==> config.mk <==
export PLATFORM = sky130hd
export DESIGN_NAME = vector_normalise
export DESIGN_NICKNAME = d
export VERILOG_FILES = /design/src/design/vnorm_pkg.sv /design/src/design/vnorm_sumsq.sv /design/src/design/vnorm_sqrt.sv /design/src/design/vnorm_div.sv /design/src/design/vector_normalise.sv
export SDC_FILE = /design/constraint.sdc
export NUM_CORES = 2
export LEC_CHECK = 0
export BUFFER_PORTS_ARGS = -buffer_cell sky130_fd_sc_hd__buf_2
export CORE_ASPECT_RATIO = 2
export CORE_MARGIN = 2
export CORE_UTILIZATION = 40
export CTS_BUF_LIST = sky130_fd_sc_hd__clkbuf_4 sky130_fd_sc_hd__clkbuf_8
export CTS_CLUSTER_DIAMETER = 80
export DETAILED_ROUTE_END_ITERATION = 8
export PLACE_DENSITY = 0.63
export SLEW_MARGIN = 20
export SYNTH_ARGS = -nofsm -noshare
export SYNTH_HDL_FRONTEND = slang
export SYNTH_SLANG_ARGS = --single-unit
==> constraint.sdc <==
create_clock -name clk -period 19.2 [get_ports clk]
set_clock_uncertainty 0.15 [all_clocks]
set_input_delay 2.88 -clock clk [delete_from_list [all_inputs] [get_ports clk]]
set_output_delay 2.88 -clock clk [all_outputs]
set_load 0.1 [all_outputs]
==> src/design/vnorm_pkg.sv <==
// ----------------------------------------------------------------------------
// vnorm_pkg
// Shared types, widths and helpers for the vector normalise block.
// ----------------------------------------------------------------------------
`default_nettype none

package vnorm_pkg;

  localparam int NCOMP         = 4;
  localparam int COMP_W        = 32;
  localparam int DIMS_W        = 3;
  localparam int MAX_DIM_DEF   = 4;
  localparam int FRAC_BITS_DEF = 16;

  // sum of up to four squares of 2^31 needs 65 bits, rounded up to whole pairs
  localparam int PROD_W  = 2 * COMP_W;
  localparam int SUM_W   = PROD_W + 2;
  localparam int NPAIR   = SUM_W / 2;
  localparam int ROOT_W  = NPAIR;
  localparam int IDX_W   = $clog2(NCOMP);

  typedef struct packed {
    logic        [DIMS_W-1:0] dims;
    logic signed [COMP_W-1:0] comp0;
    logic signed [COMP_W-1:0] comp1;
    logic signed [COMP_W-1:0] comp2;
    logic signed [COMP_W-1:0] comp3;
  } in_t;

  typedef struct packed {
    logic signed [COMP_W-1:0] unit0;
    logic signed [COMP_W-1:0] unit1;
    logic signed [COMP_W-1:0] unit2;
    logic signed [COMP_W-1:0] unit3;
    logic                     zero_length;
  } out_t;

  // magnitude of a two's complement component, most negative value gives 2^31
  function automatic logic [COMP_W-1:0] mag_of(input logic [COMP_W-1:0] v);
    logic [COMP_W-1:0] m;
    m = v[COMP_W-1] ? (~v + COMP_W'(1)) : v;
    return m;
  endfunction

endpackage

`default_nettype wire

==> src/design/vnorm_sumsq.sv <==
// ----------------------------------------------------------------------------
// vnorm_sumsq
// Squares one component magnitude per cycle and accumulates the exact sum.
// ----------------------------------------------------------------------------
`default_nettype none

module vnorm_sumsq (
  input  wire logic                       clk,
  input  wire logic                       rst_n,
  input  wire logic                       clear,
  input  wire logic                       mag_vld,
  input  wire logic [vnorm_pkg::COMP_W-1:0] mag,
  output logic      [vnorm_pkg::SUM_W-1:0]  sum
);
  import vnorm_pkg::*;

  logic [PROD_W-1:0] prod_r;
  logic              prod_vld_r;
  logic [SUM_W-1:0]  acc_r;

  always_ff @(posedge clk) begin
    if (!rst_n) begin
      prod_vld_r <= 1'b0;
    end else begin
      prod_vld_r <= mag_vld;
    end
  end

  always_ff @(posedge clk) begin
    if (mag_vld) begin
      prod_r <= PROD_W'(mag) * PROD_W'(mag);
    end
    if (clear) begin
      acc_r <= '0;
    end else if (prod_vld_r) begin
      acc_r <= acc_r + SUM_W'(prod_r);
    end
  end

  assign sum = acc_r;

endmodule

`default_nettype wire

==> src/design/vnorm_sqrt.sv <==
// ----------------------------------------------------------------------------
// vnorm_sqrt
// Restoring integer square root, one radix-4 digit of the sum per cycle.
// ----------------------------------------------------------------------------
`default_nettype none

module vnorm_sqrt (
  input  wire logic                        clk,
  input  wire logic                        rst_n,
  input  wire logic                        go,
  input  wire logic [vnorm_pkg::SUM_W-1:0] sum,
  output logic      [vnorm_pkg::ROOT_W-1:0] root,
  output logic                             done
);
  import vnorm_pkg::*;

  localparam int REM_W = ROOT_W + 3;
  localparam int CNT_W = $clog2(NPAIR + 1);

  logic [SUM_W-1:0]  sh_r;
  logic [REM_W-1:0]  rem_r;
  logic [ROOT_W-1:0] root_r;
  logic [CNT_W-1:0]  cnt_r;
  logic              busy_r;
  logic              done_r;

  logic [REM_W-1:0]  rem_t;
  logic [REM_W-1:0]  trial;
  logic              fits;

  assign rem_t = {rem_r[REM_W-3:0], sh_r[SUM_W-1 -: 2]};
  assign trial = REM_W'({root_r, 2'b01});
  assign fits  = (rem_t >= trial);

  always_ff @(posedge clk) begin
    if (!rst_n) begin
      busy_r <= 1'b0;
      done_r <= 1'b0;
      cnt_r  <= '0;
    end else begin
      done_r <= 1'b0;
      if (go) begin
        busy_r <= 1'b1;
        cnt_r  <= CNT_W'(NPAIR);
      end else if (busy_r) begin
        cnt_r <= cnt_r - CNT_W'(1);
        if (cnt_r == CNT_W'(1)) begin
          busy_r <= 1'b0;
          done_r <= 1'b1;
        end
      end
    end
  end

  always_ff @(posedge clk) begin
    if (go) begin
      sh_r   <= sum;
      rem_r  <= '0;
      root_r <= '0;
    end else if (busy_r) begin
      sh_r   <= {sh_r[SUM_W-3:0], 2'b00};
      rem_r  <= fits ? (rem_t - trial) : rem_t;
      root_r <= {root_r[ROOT_W-2:0], fits};
    end
  end

  assign root = root_r;
  assign done = done_r;

  // remainder never exceeds twice the partial root
  a_rem_bound: assert property (@(posedge clk) disable iff (!rst_n)
    busy_r |-> (rem_r <= REM_W'({root_r, 1'b0})))
    else $error("sqrt remainder above bound");

  a_go_idle: assert property (@(posedge clk) disable iff (!rst_n)
    go |-> !busy_r)
    else $error("sqrt started while busy");

  a_done_pulse: assert property (@(posedge clk) disable iff (!rst_n)
    done_r |=> !done_r)
    else $error("sqrt done longer than one cycle");

endmodule

`default_nettype wire

==> src/design/vnorm_div.sv <==
// ----------------------------------------------------------------------------
// vnorm_div
// Restoring divider of magnitude * 2^FRAC_BITS by the length, one quotient
// bit per cycle; needs magnitude <= length.
// ----------------------------------------------------------------------------
`default_nettype none

module vnorm_div #(
  parameter int FRAC_BITS = vnorm_pkg::FRAC_BITS_DEF
) (
  input  wire logic                         clk,
  input  wire logic                         rst_n,
  input  wire logic                         go,
  input  wire logic [vnorm_pkg::COMP_W-1:0] mag,
  input  wire logic [vnorm_pkg::ROOT_W-1:0] den,
  output logic      [FRAC_BITS:0]           quo,
  output logic                              done
);
  import vnorm_pkg::*;

  localparam int REM_W = ROOT_W + 1;
  localparam int NSTEP = FRAC_BITS + 1;
  localparam int CNT_W = $clog2(NSTEP + 1);

  logic [REM_W-1:0]  rem_r;
  logic [ROOT_W-1:0] den_r;
  logic [FRAC_BITS:0] q_r;
  logic [CNT_W-1:0]  cnt_r;
  logic              first_r;
  logic              busy_r;
  logic              done_r;

  logic [REM_W-1:0]  rem_t;
  logic              ge;

  // first step compares the magnitude itself, later steps shift in zeros
  assign rem_t = first_r ? rem_r : {rem_r[REM_W-2:0], 1'b0};
  assign ge    = (rem_t >= REM_W'(den_r));

  always_ff @(posedge clk) begin
    if (!rst_n) begin
      busy_r <= 1'b0;
      done_r <= 1'b0;
      cnt_r  <= '0;
    end else begin
      done_r <= 1'b0;
      if (go) begin
        busy_r <= 1'b1;
        cnt_r  <= CNT_W'(NSTEP);
      end else if (busy_r) begin
        cnt_r <= cnt_r - CNT_W'(1);
        if (cnt_r == CNT_W'(1)) begin
          busy_r <= 1'b0;
          done_r <= 1'b1;
        end
      end
    end
  end

  always_ff @(posedge clk) begin
    if (go) begin
      rem_r   <= REM_W'(mag);
      den_r   <= den;
      q_r     <= '0;
      first_r <= 1'b1;
    end else if (busy_r) begin
      rem_r   <= ge ? (rem_t - REM_W'(den_r)) : rem_t;
      q_r     <= {q_r[FRAC_BITS-1:0], ge};
      first_r <= 1'b0;
    end
  end

  assign quo  = q_r;
  assign done = done_r;

  a_rem_below: assert property (@(posedge clk) disable iff (!rst_n)
    (busy_r && !first_r) |-> (rem_r < REM_W'(den_r)))
    else $error("divider remainder not below divisor");

  a_go_idle: assert property (@(posedge clk) disable iff (!rst_n)
    go |-> !busy_r)
    else $error("divider started while busy");

  a_unit_bound: assert property (@(posedge clk) disable iff (!rst_n)
    done_r |-> (q_r[FRAC_BITS] == 1'b0 || q_r[FRAC_BITS-1:0] == '0))
    else $error("quotient above one");

endmodule

`default_nettype wire

==> src/design/vector_normalise.sv <==
// Sequence: sum of squares, square root, then one divide per used component; a
//   zero-length vector skips the divides.
// Throughput: one item at a time (in_stall is high until the sequencer is idle),
//   set by the square root unit (33 steps) and the shared divider (FRAC_BITS + 1
//   steps per component); the next item is taken while a result waits.
// Reset: synchronous active-low rst_n idles the sequencer and drops out_valid.
// ----------------------------------------------------------------------------
// vector_normalise
// Euclidean normalisation of a vector of up to four Q16.16 components.
// ----------------------------------------------------------------------------
`default_nettype none

module vector_normalise #(
  parameter int MAX_DIM   = vnorm_pkg::MAX_DIM_DEF,
  parameter int FRAC_BITS = vnorm_pkg::FRAC_BITS_DEF
) (
  input  wire logic           clk,
  input  wire logic           rst_n,
  input  wire logic           in_valid,
  output logic                in_stall,
  input  wire vnorm_pkg::in_t in_data,
  output logic                out_valid,
  input  wire logic           out_stall,
  output vnorm_pkg::out_t     out_data
);
  import vnorm_pkg::*;

  localparam int LIM = (MAX_DIM < NCOMP) ? MAX_DIM : NCOMP;
  localparam logic [DIMS_W-1:0] LIM_C = DIMS_W'(LIM);

  typedef enum logic [4:0] {
    S_IDLE = 5'b00001,
    S_SQ   = 5'b00010,
    S_ROOT = 5'b00100,
    S_DIV  = 5'b01000,
    S_OUT  = 5'b10000
  } state_t;

  state_t state_r, state_nxt;

  logic [COMP_W-1:0] comp_r [NCOMP];
  logic [COMP_W-1:0] unit_r [NCOMP];
  logic [DIMS_W-1:0] used_r;
  logic [DIMS_W-1:0] used_nxt;
  logic [DIMS_W-1:0] sq_cnt_r;
  logic [IDX_W-1:0]  idx_r;
  logic              len_zero_r;
  logic              root_go_r;
  logic              div_go_r;
  logic              out_valid_r;
  out_t              out_data_r;
  out_t              out_nxt;

  logic              in_acc;
  logic              out_free;
  logic              sq_vld;
  logic              sq_last;
  logic              div_last;
  logic [SUM_W-1:0]  sum;
  logic [ROOT_W-1:0] root;
  logic              root_done;
  logic [FRAC_BITS:0] quo;
  logic              div_done;
  logic [COMP_W-1:0] q_ext;
  logic [COMP_W-1:0] lane [NCOMP];

  assign in_stall = (state_r != S_IDLE);
  assign in_acc   = in_valid && !in_stall;
  assign out_free = !out_valid_r || !out_stall;
  assign used_nxt = (in_data.dims > LIM_C) ? LIM_C : in_data.dims;
  assign sq_vld   = (state_r == S_SQ) && (sq_cnt_r < used_r);
  assign sq_last  = (state_r == S_SQ) && (sq_cnt_r == used_r);
  assign div_last = (DIMS_W'(idx_r) + DIMS_W'(1) == used_r);

  vnorm_sumsq u_sumsq (
    .clk     (clk),
    .rst_n   (rst_n),
    .clear   (in_acc),
    .mag_vld (sq_vld),
    .mag     (mag_of(comp_r[sq_cnt_r[IDX_W-1:0]])),
    .sum     (sum)
  );

  vnorm_sqrt u_sqrt (
    .clk   (clk),
    .rst_n (rst_n),
    .go    (root_go_r),
    .sum   (sum),
    .root  (root),
    .done  (root_done)
  );

  vnorm_div #(
    .FRAC_BITS (FRAC_BITS)
  ) u_div (
    .clk   (clk),
    .rst_n (rst_n),
    .go    (div_go_r),
    .mag   (mag_of(comp_r[idx_r])),
    .den   (root),
    .quo   (quo),
    .done  (div_done)
  );

  always_comb begin
    state_nxt = state_r;
    unique case (state_r)
      S_IDLE: if (in_acc) state_nxt = S_SQ;
      S_SQ:   if (sq_last) state_nxt = S_ROOT;
      S_ROOT: begin
        if (root_done) state_nxt = (root == '0) ? S_OUT : S_DIV;
      end
      S_DIV:  if (div_done && div_last) state_nxt = S_OUT;
      S_OUT:  if (out_free) state_nxt = S_IDLE;
      default: state_nxt = S_IDLE;
    endcase
  end

  always_ff @(posedge clk) begin
    if (!rst_n) begin
      state_r     <= S_IDLE;
      out_valid_r <= 1'b0;
      root_go_r   <= 1'b0;
      div_go_r    <= 1'b0;
      sq_cnt_r    <= '0;
    end else begin
      state_r   <= state_nxt;
      root_go_r <= sq_last;
      div_go_r  <= ((state_r == S_ROOT) && root_done && (root != '0)) ||
                   ((state_r == S_DIV) && div_done && !div_last);
      sq_cnt_r  <= (state_r == S_SQ) ? (sq_cnt_r + DIMS_W'(1)) : '0;
      if ((state_r == S_OUT) && out_free) begin
        out_valid_r <= 1'b1;
      end else if (!out_stall) begin
        out_valid_r <= 1'b0;
      end
    end
  end

  // zero-extend the quotient; the component sign is applied when it is stored
  assign q_ext = COMP_W'(quo);

  always_ff @(posedge clk) begin
    if (in_acc) begin
      comp_r[0] <= in_data.comp0;
      comp_r[1] <= in_data.comp1;
      comp_r[2] <= in_data.comp2;
      comp_r[3] <= in_data.comp3;
      used_r    <= used_nxt;
    end
    if ((state_r == S_ROOT) && root_done) begin
      len_zero_r <= (root == '0);
      idx_r      <= '0;
    end
    if ((state_r == S_DIV) && div_done) begin
      unit_r[idx_r] <= comp_r[idx_r][COMP_W-1] ? (COMP_W'(0) - q_ext) : q_ext;
      idx_r         <= idx_r + IDX_W'(1);
    end
    if ((state_r == S_OUT) && out_free) begin
      out_data_r <= out_nxt;
    end
  end

  always_comb begin
    for (int i = 0; i < NCOMP; i++) begin
      if (DIMS_W'(i) < used_r) begin
        lane[i] = len_zero_r ? comp_r[i] : unit_r[i];
      end else begin
        lane[i] = '0;
      end
    end
    out_nxt.unit0       = lane[0];
    out_nxt.unit1       = lane[1];
    out_nxt.unit2       = lane[2];
    out_nxt.unit3       = lane[3];
    out_nxt.zero_length = len_zero_r;
  end

  assign out_valid = out_valid_r;
  assign out_data  = out_data_r;

  a_accept_starts: assert property (@(posedge clk) disable iff (!rst_n)
    in_acc |=> (state_r == S_SQ))
    else $error("transfer did not start the sum of squares");

  a_idx_in_range: assert property (@(posedge clk) disable iff (!rst_n)
    (state_r == S_DIV) |-> (DIMS_W'(idx_r) < used_r))
    else $error("divide index beyond used components");

  a_root_in_phase: assert property (@(posedge clk) disable iff (!rst_n)
    root_done |-> (state_r == S_ROOT))
    else $error("square root finished outside its phase");

endmodule

`default_nettype wire
# After elaboration in Yosys (flattened, before gate mapping)
# Memories as Yosys holds them, arrays and structs flattened. A register that Yosys moved wholly into a read port is not among the register bits.
# Index checks and enable logic that the tools add are counted.
dict set report classes {
  n_mul 1
  n_bitwise 5
  order_cmp 8
  eq_ne 16
  reduce_logical 26
  muxes 43
  n_addsub 11
}
# op count
set op_table {}
lappend op_table {{two-way mux 32 bit} 9}
lappend op_table {{two-way mux 66 bit} 2}
lappend op_table {{two-way mux 34 bit} 3}
lappend op_table {{adder 66 x 64 -> 66 bit} 1}
lappend op_table {{adder 32 x 1 -> 32 bit (second input constant)} 2}
lappend op_table {{multiplier 32 x 32 -> 64 bit} 1}
lappend op_table {{inverter 32 bit} 2}
lappend op_table {{two-way mux 5 bit} 8}
lappend op_table {{greater-or-equal comparator 36 x 35 -> 1 bit} 1}
lappend op_table {{greater-or-equal comparator 34 x 33 -> 1 bit} 1}
lappend op_table {{subtractor 34 x 33 -> 34 bit} 1}
lappend op_table {{subtractor 34 bit} 1}
lappend op_table {{logical NOT 33 bit} 1}
lappend op_table {{nonzero test 33 bit} 1}
lappend op_table {{case mux 5 bit (5 select lines)} 1}
lappend op_table {{subtractor 1 x 17 -> 18 bit (first input constant)} 1}
lappend op_table {{two-way mux 1 bit} 14}
lappend op_table {{two-way mux 6 bit} 2}
lappend op_table {{equality test 5 x 1 -> 1 bit (second input constant)} 2}
lappend op_table {{logical AND 1 bit} 9}
lappend op_table {{two-way mux 2 bit} 4}
lappend op_table {{inequality test 2 bit (second input constant)} 4}
lappend op_table {{equality test 3 bit} 2}
lappend op_table {{equality test 6 x 1 -> 1 bit (second input constant)} 1}
lappend op_table {{other kinds (23)} 36}
dict set report totals {
  mem_bits_rw 256
  inputBits 135
  memories 2
  register_bits 510
  output_inout_bits 131
  word_cells 144
}
# memory words word_bits rd rd_ports_with_merged_regs wr line_no
set memory_table {}
lappend memory_table {comp_r 4 32 6 2 4 vector_normalise.sv:41} ;# logic [COMP_W-1:0] comp_r [NCOMP];
lappend memory_table {unit_r 4 32 4 0 1 vector_normalise.sv:42} ;# logic [COMP_W-1:0] unit_r [NCOMP];

# Depth between registers and ports, before layout
dict set report depth {
  ltp_word 5
  mapped_depth 44
}

# Hierarchy
# From an unflattened synthesis, not the netlist that was laid out.
dict set report hier_totals {
  cells_unflattened 6420
  hier_area_um2 66637.7
}
# mod cells_per_inst seq_area_each_um2 area_each_um2 n_inst
set modules_own_cells {}
lappend modules_own_cells {vnorm_sumsq 3989 3233.1 37283.3 1}
lappend modules_own_cells {vector_normalise 1071 10319.9 15682.5 1}
lappend modules_own_cells {vnorm_sqrt 752 3483.3 7704.9 1}
lappend modules_own_cells {vnorm_div 608 2492.4 5967.0 1}

# Least setup slack after synthesis
# OpenSTA, ideal clock, no wires.
dict set report synth_timing {
  path_type {register to register}
  start {reg, netlist name sq_cnt_r[0]}
  end {reg u_sumsq.prod_r[61] (data pin)}
  synth_period_minus_slack_ns 10.327
  n_path_buf 5
  t_arrival_ns 10.020
  path_slack_ns 8.873
  setup_ns 0.157
  stages_incl_launch_ff 36
  path_cell_list {dfxtp_1 > buf_6 > mux2_2 > o21ai_1 > clkbuf_1 > clkbuf_1 > ha_1 > or3b_4 > nor3_4 > nand2_2 > o21ai_1 > xor2_1 > clkbuf_1 > nor2_1 > fa_1 > ha_1 > xnor2_1 > fa_1 > fa_1 > inv_1 > fa_1 > fa_1 > fa_1 > fa_1 > ha_1 > clkbuf_1 > nand3_1 > nor3_1 > a21oi_1 > o211ai_1 > a31oi_1 > o31ai_2 > a311oi_1 > or2_1 > o311a_1 > nor3_1}
}
# item line_no
set synth_lines {}
lappend synth_lines {{end signal, assigned} vnorm_sumsq.sv:31} ;# prod_r <= PROD_W'(mag) * PROD_W'(mag);
lappend synth_lines {{end, declared} vnorm_sumsq.sv:17} ;# logic [PROD_W-1:0] prod_r;

==> run metrics <==
synth cell count leaders=inv_1, fa_1, nor2_1; Post-synth EDFFs=529; largest net degree at the start of global routing=77; synthesized instance count=about 6400; Crit Path Category=register to register; Final Max Tran Viols=0; RSZ-0062 raised after global routing=false; Async SR Flop Fraction=0%; Resized cells post-CTS=0; Main synth FF type=edfxtp_1; CP arrival=around 13000 ps; Port Buffers=approximately 270; peak per-stage delay on the critical path=slightly above 900 ps; Nets=7970; FF+latch count, synth=~710; drt total wl=roughly 220 mm; Die W=290 um; Reg-to-Reg Start=sq_cnt_r[0]; CP required=19620 ps; Die ar.=between 150000 and 200000 um^2; Clock Latency Late Sink=880 ps; hold_sp=u_sqrt.rem_r[1]; I/O Pins=266; # hold bufs at CTS=0; reg2reg setup slack=6260 ps; outcome=complete, no violations; synth top area cells=fa_1, edfxtp_1, ha_1; wire per inst=between 20 and 30 um; DRT antenna net count=0; Max stage delay cell, worst path=fa_1; initial antenna violation count=13; Final setup viols=0; worst slew pin tran=between 1000 and 1500 ps; crit end category=register; Setup Buffers After CTS=0; CP startpoint=sq_cnt_r[0]; fillers=between 15000 and 20000; fmax=0.0773 GHz; sequential area share after synthesis=between 20 and 30%; layout cells sized above 1=between 10% and 20%; Vias/cell=between 5 and 6; drt drc=0; Via Count=48400; first-pass GRT wire length=about 330 mm; Initial Util=40.3%; CTS tree=done; vias in the first global route=53300; Setup TNS=0 ps; number of library cell types mapped by synthesis=93; CTS clock-pin slew for the worst setup and hold paths=80 ps; Worst slew margin=a little under a quarter; max cap viols=0; Hold Vio Cnt, Final=0; die height=575 um; Multi-input gate area=between 40000 and 50000 um^2; Max FO, Critical Path=30; CTS sink cnt=between 700 and 800; share of the synthesized area in the top cell type=between 20% and 30%; clk buf depth=3; most frequent CP cell=fa_1; drt pass-1 iters=7; root buf cell=clkbuf_8; grt ovf=0; register area=~20000 um^2; largest area contributor in the netlist=fa_1; Yosys warning count=0; H-tree Lvls=3; row cnt=209; DRT iter0 DRCs=a little under 3000; GR Util All Layers=26.7%; Final Cycle Share=between 60% and 70%; Synth Area per Inst=~10 um^2; core area=between 150000 and 200000 um^2; CTS buffer count=102; DP HPWL=roughly 170 mm; Area Growth Syn to Fin=9.51%; Hold Crit Class=register to register; Routability Congestion=~1.0; crit start category=register; Synth Cell Area=between 60000 and 70000 um^2; Tmin final=12940 ps; count leader, synth=inv_1
==> critical path, delay by kind of cell (launching register included) <==
family                   cells  cell delay (ps)
AO/OA/AOI/OAI                6             1250
XOR/XNOR                     2              830
adder cells (fa/ha/maj)     10             5000
buffers and inverters        8             1850
flip-flops                   1              470
multiplexers                 1              410
AND/OR/NAND/NOR             11             2640
==> path summary, 6_finish.rpt <==
| kind | endpoint | cells after the start |
|---|---|---|
| max | u_sumsq.prod_r[60] | 38 |
| min | u_sqrt.rem_r[1] | 2 |
| max reg2reg | u_sumsq.prod_r[60] | 38 |
| min reg2reg | u_sqrt.rem_r[1] | 2 |
==> stage by stage <==
step | area [um^2] | utilization [%] | worst slack, ps | hold slack [ps] | instances
3_5_place_dp | 69200 | 42.7 | 6380 | 324 | 8616
5_1_grt | 71500 | 44.1 | 5840 | 345 | 8818
3_3_place_gp | 69200 | 42.7 | 6500 | 319 | 8615
4_1_cts | 71500 | 44.1 | 6320 | 336 | 8810
6_report | 71500 | 44.1 | 6260 | 334 | 8825
2_1_floorplan | 65400 | - | 8870 | 274 | 6399
==> cell usage in the layout (no fill, tap or decap), drive strengths merged, types with 21 or more instances in the layout <==
cell | synthesis | layout
a211oi | 50 | 50
a21o | 131 | 131
a21oi | 339 | 339
a311oi | 29 | 29
a31oi | 35 | 35
and2 | 28 | 28
and3 | 35 | 35
buf | 61 | 351
clkbuf | 183 | 143
clkinv | 8 | 42
conb | 2 | 26
dfxtp | 182 | 182
edfxtp | 529 | 529
fa | 796 | 796
ha | 429 | 429
inv | 1127 | 1132
mux2 | 100 | 100
mux2i | 166 | 166
mux4 | 61 | 61
nand2 | 531 | 531
nand2b | 24 | 24
nand3 | 45 | 45
nand4 | 37 | 37
nor2 | 624 | 624
nor2b | 21 | 21
nor3 | 58 | 58
nor4 | 29 | 29
o21a | 27 | 27
o21ai | 151 | 151
o21bai | 40 | 40
o31ai | 27 | 27
or3 | 24 | 24
xnor2 | 152 | 152
xor2 | 119 | 119
==> per-layer routing <==
metal  part of all wire, %  wire length [um]  GRT usage, %  vias up
met2                    53            116000          49.0     1920
met1                    29             64500          23.2    24100
met5                 0.015                33             0        -
li1                      -                 -             -    21500
met3                   6.1             13600          5.78      912
met4                    12             26400          25.7        6
==> layout make-up <==
class | instances | share of cell area (%)
tap | 2110 | 3.69
antenna | 15 | 0.0525
clock buffer | 143 | 2.46
timing repair buffer | 351 | 2.76
clock inverter | 51 | 0.702
inverter | 1135 | 5.97
sequential | 711 | 27.3
multi-input combinational | 4309 | 57.0
==> sequential cells by signal (all words and copies together), names as in the netlist, 34 cells and up, named ones only <==
register and count:
u_sumsq.sum 66, u_sqrt.rem_r 34, out_data 129, u_div.rem_r 34, comp_r 128, unit_r 72, u_sqrt.sh_r 66, u_sumsq.prod_r 63
==> logic make-up (layout without fill, tap and decap cells) <==
family	after synthesis	in the layout	share of synthesized area (%)
and+or+nand+nor	1513	1513	10.1
other	2	41	0.0115
muxes	327	327	6.37
AOI/OAI and AO/OA	947	947	9.22
DFF	711	711	29.9
buffers and inverters	1379	1680	8.06
adders and majority gates	1225	1225	32.6
xor gates and xnor gates	271	271	3.73
Power is left out: the tool's default activity adds up to more than one toggle a clock period on the data nets, which glitch-free logic cannot reach.
